`src/rtl/iou_greedy_box_tracker_assert.svh`:
```
// Assertion macros used by the greedy IoU box tracker datapath.
`ifndef IOU_GREEDY_BOX_TRACKER_ASSERT_SVH
`define IOU_GREEDY_BOX_TRACKER_ASSERT_SVH

// Same-cycle implication.
`define IGBT_ASSERT_IMPL(label, clk, rst, ante, cons) \
   label: assert property (@(posedge clk) disable iff (rst) (ante) |-> (cons)) \
      else $error("igbt assertion failed");

// Next-cycle implication.
`define IGBT_ASSERT_NEXT(label, clk, rst, ante, cons) \
   label: assert property (@(posedge clk) disable iff (rst) (ante) |=> (cons)) \
      else $error("igbt assertion failed");

`endif

```
`src/rtl/igbt_pkg.sv`:
```
// Package: types, codes and constants of the greedy IoU box tracker.
`default_nettype none
package igbt_pkg;

   localparam int DEF_MAX_DETECTIONS = 32;
   localparam int DEF_MAX_TRACKS     = 32;
   localparam int DEF_COORD_BITS     = 12;

   localparam int SCORE_W    = 16;
   localparam int LEN_W      = 10;
   localparam int ID_W       = 32;
   localparam int KIND_W     = 2;
   localparam int CMD_W      = 2;
   localparam int DROP_W     = 2;
   localparam int CSR_IDX_W  = 2;
   localparam int CSR_DATA_W = 16;

   localparam logic [LEN_W-1:0]   LEN_MAX        = 10'd1023;
   localparam logic [SCORE_W-1:0] SCORE_HIGH_RST = 16'd32768;
   localparam logic [SCORE_W-1:0] IOU_MIN_RST    = 16'd32768;
   localparam logic [LEN_W-1:0]   MIN_LENGTH_RST = 10'd2;

   typedef enum logic [CMD_W-1:0] {
      CMD_LOAD      = 2'd0,
      CMD_END_FRAME = 2'd1,
      CMD_FLUSH     = 2'd2,
      CMD_NONE      = 2'd3
   } command_type;

   typedef enum logic [KIND_W-1:0] {
      KIND_TRACK      = 2'd0,
      KIND_FRAME_DONE = 2'd1,
      KIND_FLUSH_DONE = 2'd2
   } kind_type;

   typedef enum logic [CSR_IDX_W-1:0] {
      CSR_SCORE_HIGH = 2'd0,
      CSR_IOU_MIN    = 2'd1,
      CSR_MIN_LENGTH = 2'd2
   } csr_index_type;

   typedef enum logic [4:0] {
      S_IDLE,
      S_T_RD,
      S_T_LAT,
      S_D_RD,
      S_D_GEO,
      S_D_MUL,
      S_D_UNI,
      S_D_CROSS,
      S_D_CMP,
      S_T_DEC,
      S_T_ACT,
      S_B_RD,
      S_B_WR,
      S_T_EMIT,
      S_T_NEXT,
      S_N_RD,
      S_N_WR,
      S_F_DONE,
      S_L_RD,
      S_L_LAT,
      S_L_CHK,
      S_L_DONE
   } state_type;

   typedef struct packed {
      logic     load;
      logic     start_frame;
      logic     clr_t;
      logic     inc_t;
      logic     clr_d;
      logic     inc_d;
      logic     latch_trk;
      logic     best_rd;
      logic     cmp_en;
      logic     match_wr;
      logic     new_wr;
      logic     emit_rec;
      logic     emit_done;
      kind_type done_kind;
      logic     frame_end;
   } ctrl_cmd_type;

   typedef struct packed {
      logic trk_empty;
      logic det_empty;
      logic t_last;
      logic d_last;
      logic out_free;
      logic match_ok;
      logic rec_ok;
      logic flush_ok;
   } dp_status_type;

endpackage
`default_nettype wire

```
`src/rtl/igbt_ctrl.sv`:
```
// Controller: sequences loads, the end-of-frame matching pass and flushes.
`default_nettype none
module igbt_ctrl (
   input  wire logic                         clock,
   input  wire logic                         reset,
   input  wire logic                         req_valid,
   input  wire logic [igbt_pkg::CMD_W-1:0]   req_command,
   output logic                              req_stall,
   input  wire igbt_pkg::dp_status_type      status,
   output igbt_pkg::ctrl_cmd_type            cmd
);
   import igbt_pkg::*;

   state_type state_ff, state_in;

   always_ff @(posedge clock) begin
      if (reset) begin
         state_ff <= S_IDLE;
      end else begin
         state_ff <= state_in;
      end
   end

   always_comb begin
      state_in      = state_ff;
      cmd           = '0;
      cmd.done_kind = KIND_FRAME_DONE;
      req_stall     = (state_ff != S_IDLE);
      unique case (state_ff)
         S_IDLE: begin
            if (req_valid) begin
               unique case (command_type'(req_command))
                  CMD_LOAD: begin
                     cmd.load = 1'b1;
                  end
                  CMD_END_FRAME: begin
                     cmd.start_frame = 1'b1;
                     if (!status.trk_empty) begin
                        state_in = S_T_RD;
                     end else if (!status.det_empty) begin
                        state_in = S_N_RD;
                     end else begin
                        state_in = S_F_DONE;
                     end
                  end
                  CMD_FLUSH: begin
                     cmd.clr_t = 1'b1;
                     state_in  = status.trk_empty ? S_L_DONE : S_L_RD;
                  end
                  CMD_NONE: begin
                  end
               endcase
            end
         end
         S_T_RD: state_in = S_T_LAT;
         S_T_LAT: begin
            cmd.latch_trk = 1'b1;
            cmd.clr_d     = 1'b1;
            state_in      = status.det_empty ? S_T_DEC : S_D_RD;
         end
         S_D_RD:    state_in = S_D_GEO;
         S_D_GEO:   state_in = S_D_MUL;
         S_D_MUL:   state_in = S_D_UNI;
         S_D_UNI:   state_in = S_D_CROSS;
         S_D_CROSS: state_in = S_D_CMP;
         S_D_CMP: begin
            cmd.cmp_en = 1'b1;
            if (status.d_last) begin
               state_in = S_T_DEC;
            end else begin
               cmd.inc_d = 1'b1;
               state_in  = S_D_RD;
            end
         end
         S_T_DEC: state_in = S_T_ACT;
         S_T_ACT: begin
            if (status.match_ok) begin
               state_in = S_B_RD;
            end else if (status.rec_ok) begin
               state_in = S_T_EMIT;
            end else begin
               state_in = S_T_NEXT;
            end
         end
         S_B_RD: begin
            cmd.best_rd = 1'b1;
            state_in    = S_B_WR;
         end
         S_B_WR: begin
            cmd.match_wr = 1'b1;
            state_in     = S_T_NEXT;
         end
         S_T_EMIT: begin
            if (status.out_free) begin
               cmd.emit_rec = 1'b1;
               state_in     = S_T_NEXT;
            end
         end
         S_T_NEXT: begin
            if (status.t_last) begin
               cmd.clr_d = 1'b1;
               state_in  = status.det_empty ? S_F_DONE : S_N_RD;
            end else begin
               cmd.inc_t = 1'b1;
               state_in  = S_T_RD;
            end
         end
         S_N_RD: state_in = S_N_WR;
         S_N_WR: begin
            cmd.new_wr = 1'b1;
            if (status.d_last) begin
               state_in = S_F_DONE;
            end else begin
               cmd.inc_d = 1'b1;
               state_in  = S_N_RD;
            end
         end
         S_F_DONE: begin
            if (status.out_free) begin
               cmd.emit_done = 1'b1;
               cmd.done_kind = KIND_FRAME_DONE;
               cmd.frame_end = 1'b1;
               state_in      = S_IDLE;
            end
         end
         S_L_RD: state_in = S_L_LAT;
         S_L_LAT: begin
            cmd.latch_trk = 1'b1;
            state_in      = S_L_CHK;
         end
         S_L_CHK: begin
            if (!status.flush_ok || status.out_free) begin
               cmd.emit_rec = status.flush_ok;
               if (status.t_last) begin
                  state_in = S_L_DONE;
               end else begin
                  cmd.inc_t = 1'b1;
                  state_in  = S_L_RD;
               end
            end
         end
         S_L_DONE: begin
            if (status.out_free) begin
               cmd.emit_done = 1'b1;
               cmd.done_kind = KIND_FLUSH_DONE;
               state_in      = S_IDLE;
            end
         end
         default: state_in = S_IDLE;
      endcase
   end
endmodule
`default_nettype wire

```
`config.mk`:
```
export PLATFORM = sky130hd
export DESIGN_NAME = igbt_ctrl
export DESIGN_NICKNAME = d
export VERILOG_FILES = /design/src/rtl/iou_greedy_box_tracker_assert.svh /design/src/rtl/igbt_pkg.sv /design/src/rtl/igbt_ctrl.sv
export SDC_FILE = /design/constraint.sdc
export NUM_CORES = 1
export LEC_CHECK = 0
export BUFFER_PORTS_ARGS = -buffer_cell sky130_fd_sc_hd__buf_2
export CAP_MARGIN = 10
export CORE_UTILIZATION = 53
export DETAILED_ROUTE_END_ITERATION = 10
export PLACE_DENSITY = 0.84
export SKIP_LAST_GASP = 1
export SYNTH_ARGS = -nofsm -noshare
export SYNTH_HDL_FRONTEND = slang
export SYNTH_SLANG_ARGS = --single-unit
export TNS_END_PERCENT = 5
```
`constraint.sdc`:
```
create_clock -name clock -period 4.4 [get_ports clock]
set_input_delay 0.22 -clock clock [delete_from_list [all_inputs] [get_ports clock]]
set_output_delay 0.22 -clock clock [all_outputs]
set_load 0.03 [all_outputs]
```
==> results.sh, run 1 <==
export IMPL_synth_top_cell_area_share_pct=11.5
export IMPL_placed_cell_area_um2=991
export IMPL_grt_pass1_vias=940
export IMPL_gr_total_overflow=0
export IMPL_worst_pin_slew_ns=0.886
export IMPL_avgViaCountPerCell=6.38
export IMPL_ir_worst_vdd_uv=300
export IMPL_fin_crit_ns=2.43
export IMPL_io_buffers=29
export IMPL_ys_seq_area_share_pct=11.5
export IMPL_fin_area_mm2=0.00102
export IMPL_start_util_pct=56.9
export IMPL_ys_types=45
export IMPL_wl_um=2560
export IMPL_finalSetupViolations=0
export IMPL_hold_depth=2
export IMPL_nets=174
export IMPL_synth_edf_count=0
export IMPL_r2r_end="state_ff[2]"
export IMPL_hold_path_class="primary input to flip-flop"
export IMPL_placement_rows=14
export IMPL_synth_area_per_cell_um2=6.38
export IMPL_outcome="finished clean"
export IMPL_critPathMaxFanout=28
export IMPL_htreeDepth=1
export IMPL_rsz0062_at_grt="false"
export IMPL_drt_wirelength_per_cell_um=14.6
export IMPL_holdWs_ns=0.173
export IMPL_startpoint_type="flip-flop"
export IMPL_maxSlewHeadroom_pct=40.8
export IMPL_cp_required_ns=4.54
export IMPL_reg_top3="state_ff (5)"
export IMPL_ys_seq_elements=5
export IMPL_largest_reg_flops=5
export IMPL_setup_tns_ns=0
export IMPL_postRouteAntennaNets=0
export IMPL_grt_first_pass_wirelength_um=4180
export IMPL_grt_usage_pct=29.4
export IMPL_cts_buffers=3
export IMPL_drive_gt1_share_pct=21.9
export IMPL_syn_inst=136
export IMPL_hold_start="reset"
export IMPL_synthesis_area_um2=867
export IMPL_syn_nets=149
export IMPL_rr_startpoint="state_ff[0]"
export IMPL_maxCapViolCount=0
export IMPL_num_io_pins=30
export IMPL_end_kind="flip-flop"
export IMPL_core_area_mm2=0.00152
export IMPL_cts_buffer_depth=2
export IMPL_die_area_mm2=0.00180
export IMPL_drc=0
export IMPL_arrival_ns=2.57
export IMPL_async_flop_share_pct=0
export IMPL_cts_resized=0
export IMPL_cts_hold_buf=0
export IMPL_cts_setup_buffers=0
export IMPL_p_leak_nw=0.459
export IMPL_die_y_um=42.4
export IMPL_hold_viol=0
export IMPL_rrSetupSlack_ns=1.97
export IMPL_slew_viol_final=0
export IMPL_holdPathEnd="state_ff[0]"
export IMPL_place_hpwl_um=1860
export IMPL_vias=1123
export IMPL_gp_congestion=0.904
export IMPL_dr_pass1_iters=4
export IMPL_area_growth_pct=17.3
export IMPL_yosysWarnings=0
export IMPL_synth_top_cell_by_area="dfxtp_1"
export IMPL_worst_setup_path_type="flip-flop to flip-flop"
export IMPL_grt_max_degree=29
export IMPL_cts_tree="done"
export IMPL_antenna_found_initial=0
export IMPL_synthFlopType="dfxtp_1"
export IMPL_powerDensity_mw_per_mm2=563
export IMPL_drt_initial_drc_count=45
export IMPL_synth_top_cells_by_area="dfxtp_1, nor2_1, nand2b_1, a21oi_1, nand3_1"
export IMPL_regMostFlops="state_ff"
export IMPL_clkTransAtPathRegs_ns=0.05
export IMPL_yosysMostFrequentCell="nor2_1"
export IMPL_cts_root_buffer="clkbuf_4"
export IMPL_die_w_um=42.4
export IMPL_startpoint="state_ff[0]"
export IMPL_rr_worst_depth=5
export IMPL_synth_common_cells="nor2_1, a21oi_1, nand2b_1"
export IMPL_antennaDiodeCount=0
export IMPL_cts_sink_count=5
export IMPL_clk_latency_ns=0.25
export IMPL_fin_skew_ns=0.00560
export IMPL_fin_crit_sh_pct=55.2
export IMPL_fmax_ghz=0.411
stage by stage:
step	setup slack [ns]	cells	total power, mW	utilization [%]
finish	1.97	176	0.573	66.7
global route	1.82	176	0.621	66.7
CTS	2.00	176	0.565	66.7
detailed placement	2.01	172	0.509	65.0
global placement	2.06	172	0.506	65.0
floorplan	2.22	136	0.422	-
area by class of cell:
cell class / count / area [um^2]
fill: 146 / 507
inverter: 7 / 26.3
sequential: 5 / 100
timing repair buffer: 29 / 145
clock buffer: 4 / 26.3
tap: 16 / 20.0
multi-input combinational: 115 / 699
worst max path at each step:
stage	end	slack [ns]	cells past startpoint
2_1_floorplan	state_ff[3]	2.22	5
3_3_place_gp	state_ff[2]	2.06	5
3_5_place_dp	state_ff[2]	2.01	5
4_1_cts	state_ff[2]	2.00	5
5_1_grt	state_ff[2]	1.82	5
6_report	state_ff[2]	1.97	5
cell families after synthesis:
logic type	count (synthesis)	share of synthesized area [%]
AO/OA/AOI/OAI	37	29.6
XOR/XNOR	3	3.03
buffers and inverters	16	7.79
flip-flops	5	11.5
multiplexers	1	1.15
AND/OR/NAND/NOR	74	46.9
report_power, final:
| group | internal (mW) | total, mW | leakage [nW] | switching (mW) |
|---|---|---|---|---|
| combinational | 0.146 | 0.378 | 0.403 | 0.231 |
| sequential | 0.0604 | 0.138 | 0.0409 | 0.0776 |
| clock | 0.0345 | 0.0568 | 0.0150 | 0.0223 |
per-layer routing:
metal | routed length, um | track usage (%) | vias up
met1 | 1130 | 39.2 | 522
met5 | 0 | 0 | -
met3 | 156 | 1.29 | 7
li1 | - | - | 547
met2 | 1220 | 48.6 | 47
met4 | 50 | 13.1 | 0
worst max-delay path: stages (launching register included):
cell	delay (ns)
dfxtp_1	0.89
or3b_2	0.30
nor3_1	0.07
a211o_1	0.27
or4_1	0.51
a32o_1	0.27
placed cells by master (no fill, tap or decap), types with 2 or more instances in the layout:
| cell | netlist | routed |
|---|---|---|
| a211o_1 | 2 | 2 |
| a21oi_1 | 11 | 11 |
| a22oi_1 | 2 | 2 |
| a32o_1 | 2 | 2 |
| and2_1 | 2 | 2 |
| buf_2 | 3 | 29 |
| clkbuf_4 | 0 | 3 |
| dfxtp_1 | 5 | 5 |
| inv_1 | 7 | 7 |
| nand2_1 | 4 | 4 |
| nand2b_1 | 10 | 10 |
| nand3_1 | 8 | 8 |
| nand3b_1 | 3 | 3 |
| nor2_1 | 20 | 20 |
| nor2b_1 | 4 | 4 |
| nor3_1 | 8 | 8 |
| nor3b_1 | 3 | 3 |
| o211ai_1 | 2 | 2 |
| o21ai_0 | 5 | 5 |
| o31ai_1 | 3 | 3 |
| or4_1 | 2 | 2 |
| xnor2_1 | 3 | 3 |
Power figures use the tool's default switching activity.
==> inputs of run 2 (changes only) <==
--- a/config.mk
+++ b/config.mk
@@ -5,11 +5,12 @@
 export SDC_FILE = /design/constraint.sdc
 export NUM_CORES = 1
 export LEC_CHECK = 0
+export ABC_AREA = 1
 export BUFFER_PORTS_ARGS = -buffer_cell sky130_fd_sc_hd__buf_2
 export CAP_MARGIN = 10
-export CORE_UTILIZATION = 53
+export CORE_UTILIZATION = 50
 export DETAILED_ROUTE_END_ITERATION = 10
-export PLACE_DENSITY = 0.84
+export PLACE_DENSITY = 0.79
 export SKIP_LAST_GASP = 1
 export SYNTH_ARGS = -nofsm -noshare
 export SYNTH_HDL_FRONTEND = slang
==> constraint.sdc (replaced) <==
create_clock -name clock -period 2.3 [get_ports clock]
set_input_delay 0.115 -clock clock [delete_from_list [all_inputs] [get_ports clock]]
set_output_delay 0.115 -clock clock [all_outputs]
set_load 0.03 [all_outputs]
==> run 2 against run 1 <==
Power grew 150%; clock-buffer cell count is the same; global-route usage shrank 0.87 points; via count grew 5.3%; core utilization shrank 2.5 points; worst hold slack lost 0.077 ns; cell count grew 28%; largest cell class unchanged; highest routed layer unchanged.
==> results.sh, run 2 <==
export IMPL_outcome="finished clean"
export IMPL_wl_um=2620
export IMPL_end_kind="output port"
export IMPL_cp_slowest_cell="dfxtp_1"
export IMPL_arrival_ns=1.87
export IMPL_fin_area_mm2=0.00111
export IMPL_async_flop_share_pct=0
export IMPL_cp_required_ns=2.18
export IMPL_drc=0
export IMPL_core_area_mm2=0.00173
export IMPL_grt_first_pass_wirelength_um=4360
export IMPL_hold_start="reset"
export IMPL_p_leak_nw=0.602
export IMPL_rrSetupSlack_ns=0.47
export IMPL_drive_gt1_share_pct=32.5
export IMPL_nets=214
export IMPL_drt_initial_drc_count=56
export IMPL_slew_viol_final=0
export IMPL_num_io_pins=30
export IMPL_die_w_um=45.0
export IMPL_cts_tree="done"
export IMPL_rr_worst_depth=10
export IMPL_grt_max_degree=12
export IMPL_fin_crit_sh_pct=86.3
export IMPL_routed_wl_met3_um=194
export IMPL_crit_chain="inv_2 > nand2_1 > nor2_2 > nand2_2 > o21ai_0 > buf_2"
export IMPL_critPathMaxFanout=11
export IMPL_hold_path_class="primary input to flip-flop"
export IMPL_placed_cell_area_mm2=0.00108
export IMPL_final_common_cell="nand2_1"
export IMPL_powerDensity_mw_per_mm2=1270
export IMPL_syn_inst=169
export IMPL_drt_wirelength_per_cell_um=11.6
export IMPL_fin_crit_ns=1.99
export IMPL_synthesis_area_um2=925
export IMPL_cts_buffer_depth=2
export IMPL_r2r_end="state_ff[2]"
export IMPL_postRouteAntennaNets=0
export IMPL_synth_area_per_cell_um2=5.47
export IMPL_maxSlewHeadroom_pct=65.9
export IMPL_yosysWarnings=0
export IMPL_rr_startpoint="state_ff[4]"
export IMPL_topRoutingLayerUsed="met4"
export IMPL_startpoint="state_ff[4]"
export IMPL_gp_congestion=0.985
export IMPL_worst_setup_path_type="flip-flop to output port"
export IMPL_drt_met1_wl_um=1160
export IMPL_cts_hold_buf=0
export IMPL_fin_skew_ns=0.00533
export IMPL_largest_reg_flops=5
export IMPL_area_growth_pct=19.9
export IMPL_crit_end="cmd[11]"
export IMPL_synthFlopType="dfxtp_1"
export IMPL_ir_worst_vdd_uv=616
export IMPL_htreeDepth=1
export IMPL_clkTransAtPathRegs_ns=0.05
export IMPL_synth_edf_count=0
export IMPL_vias=1183
export IMPL_cts_resized=0
export IMPL_nFillCells=177
export IMPL_cts_sink_count=5
export IMPL_regMostFlops="state_ff"
export IMPL_reg_top3="state_ff (5)"
export IMPL_synth_top_cell_area_share_pct=15.8
export IMPL_io_buffers=29
export IMPL_yosysMostFrequentCell="nand2_1"
export IMPL_placement_rows=15
export IMPL_maxCapViolCount=0
export IMPL_setup_tns_ns=0
export IMPL_die_area_mm2=0.00203
export IMPL_cp_num_cells=6
export IMPL_worst_pin_slew_ns=0.510
export IMPL_final_cell_mix="nand2_1, nor2_1, buf_2"
export IMPL_met2WireLength_um=1250
export IMPL_cts_root_buffer="clkbuf_4"
export IMPL_gr_total_overflow=0
export IMPL_die_y_um=45.0
export IMPL_rsz0062_at_grt="false"
export IMPL_clk_latency_ns=0.24
export IMPL_synth_common_cells="nand2_1, nor2_1, nand3_1"
export IMPL_ys_types=25
export IMPL_grt_usage_pct=28.5
export IMPL_max_stage_delay_ns=0.46
export IMPL_syn_nets=182
export IMPL_ys_seq_elements=5
export IMPL_avgViaCountPerCell=5.26
export IMPL_dr_pass1_iters=4
export IMPL_synth_top_cell_by_area="nand2_1"
export IMPL_startpoint_type="flip-flop"
export IMPL_antenna_found_initial=0
export IMPL_place_hpwl_um=2100
export IMPL_synth_top_cells_by_area="nand2_1, nor2_1, dfxtp_1, nand3_1, nor2_4"
export IMPL_worst_path_dominant_cell_family="buffers and inverters"
export IMPL_hold_depth=2
export IMPL_grt_pass1_vias=990
export IMPL_fmax_ghz=0.504
export IMPL_finalSetupViolations=0
export IMPL_cts_buffers=3
export IMPL_ys_seq_area_share_pct=10.8
export IMPL_antennaDiodeCount=0
export IMPL_hold_viol=0
export IMPL_worstPathBufferInverterCount=2
export IMPL_start_util_pct=53.6
export IMPL_cts_setup_buffers=0
run 2: how the worst min path moves through the flow:
| stage | to | slack (ns) |
|---|---|---|
| after floorplan | state_ff[2] | 0.18 |
| after global placement | state_ff[2] | 0.33 |
| after detailed placement | state_ff[2] | 0.34 |
| after CTS | state_ff[2] | 0.09 |
| after global routing | state_ff[2] | 0.10 |
| final | state_ff[2] | 0.1 |
run 2: layout make-up:
type	count	area (um^2)	area share, %
multi-input combinational	139	719	64.9
tap	25	31.3	2.82
sequential	5	100	9.03
inverter	23	86.3	7.79
timing repair buffer	29	145	13.1
clock buffer	4	26.3	2.37
run 2: power by group:
group,internal [mW],switching [mW],total [mW],leakage (nW)
sequential,0.121,0.0907,0.212,0.0409
combinational,0.337,0.751,1.09,0.546
clock,0.0658,0.0401,0.106,0.0150
total,0.524,0.882,1.41,0.602
run 2: logic make-up (layout without fill, tap and decap cells):
family / Yosys count / count (layout) / share of synthesized area, %
flops: 5 / 5 / 10.8
buf+inv: 25 / 56 / 11.4
simple gates: 118 / 118 / 65.0
compound gates: 21 / 21 / 12.9
run 2: through the flow:
step,power [mW],hold WS [ns],cells,setup slack (ns),util (%)
3_3_place_gp,1.29,0.331,221,0.629,62.7
4_1_cts,1.40,0.0919,225,0.370,64.2
5_1_grt,1.53,0.104,225,0.195,64.2
6_report,1.41,0.0965,225,0.315,64.2
2_1_floorplan,1.07,0.177,169,0.388,-
3_5_place_dp,1.29,0.339,221,0.535,62.7
run 2: routing by layer:
layer	vias to the layer above	track usage, %
li1	604	-
met1	505	39.8
met2	70	49.0
met3	4	1.60
met4	0	4.85
met5	-	0
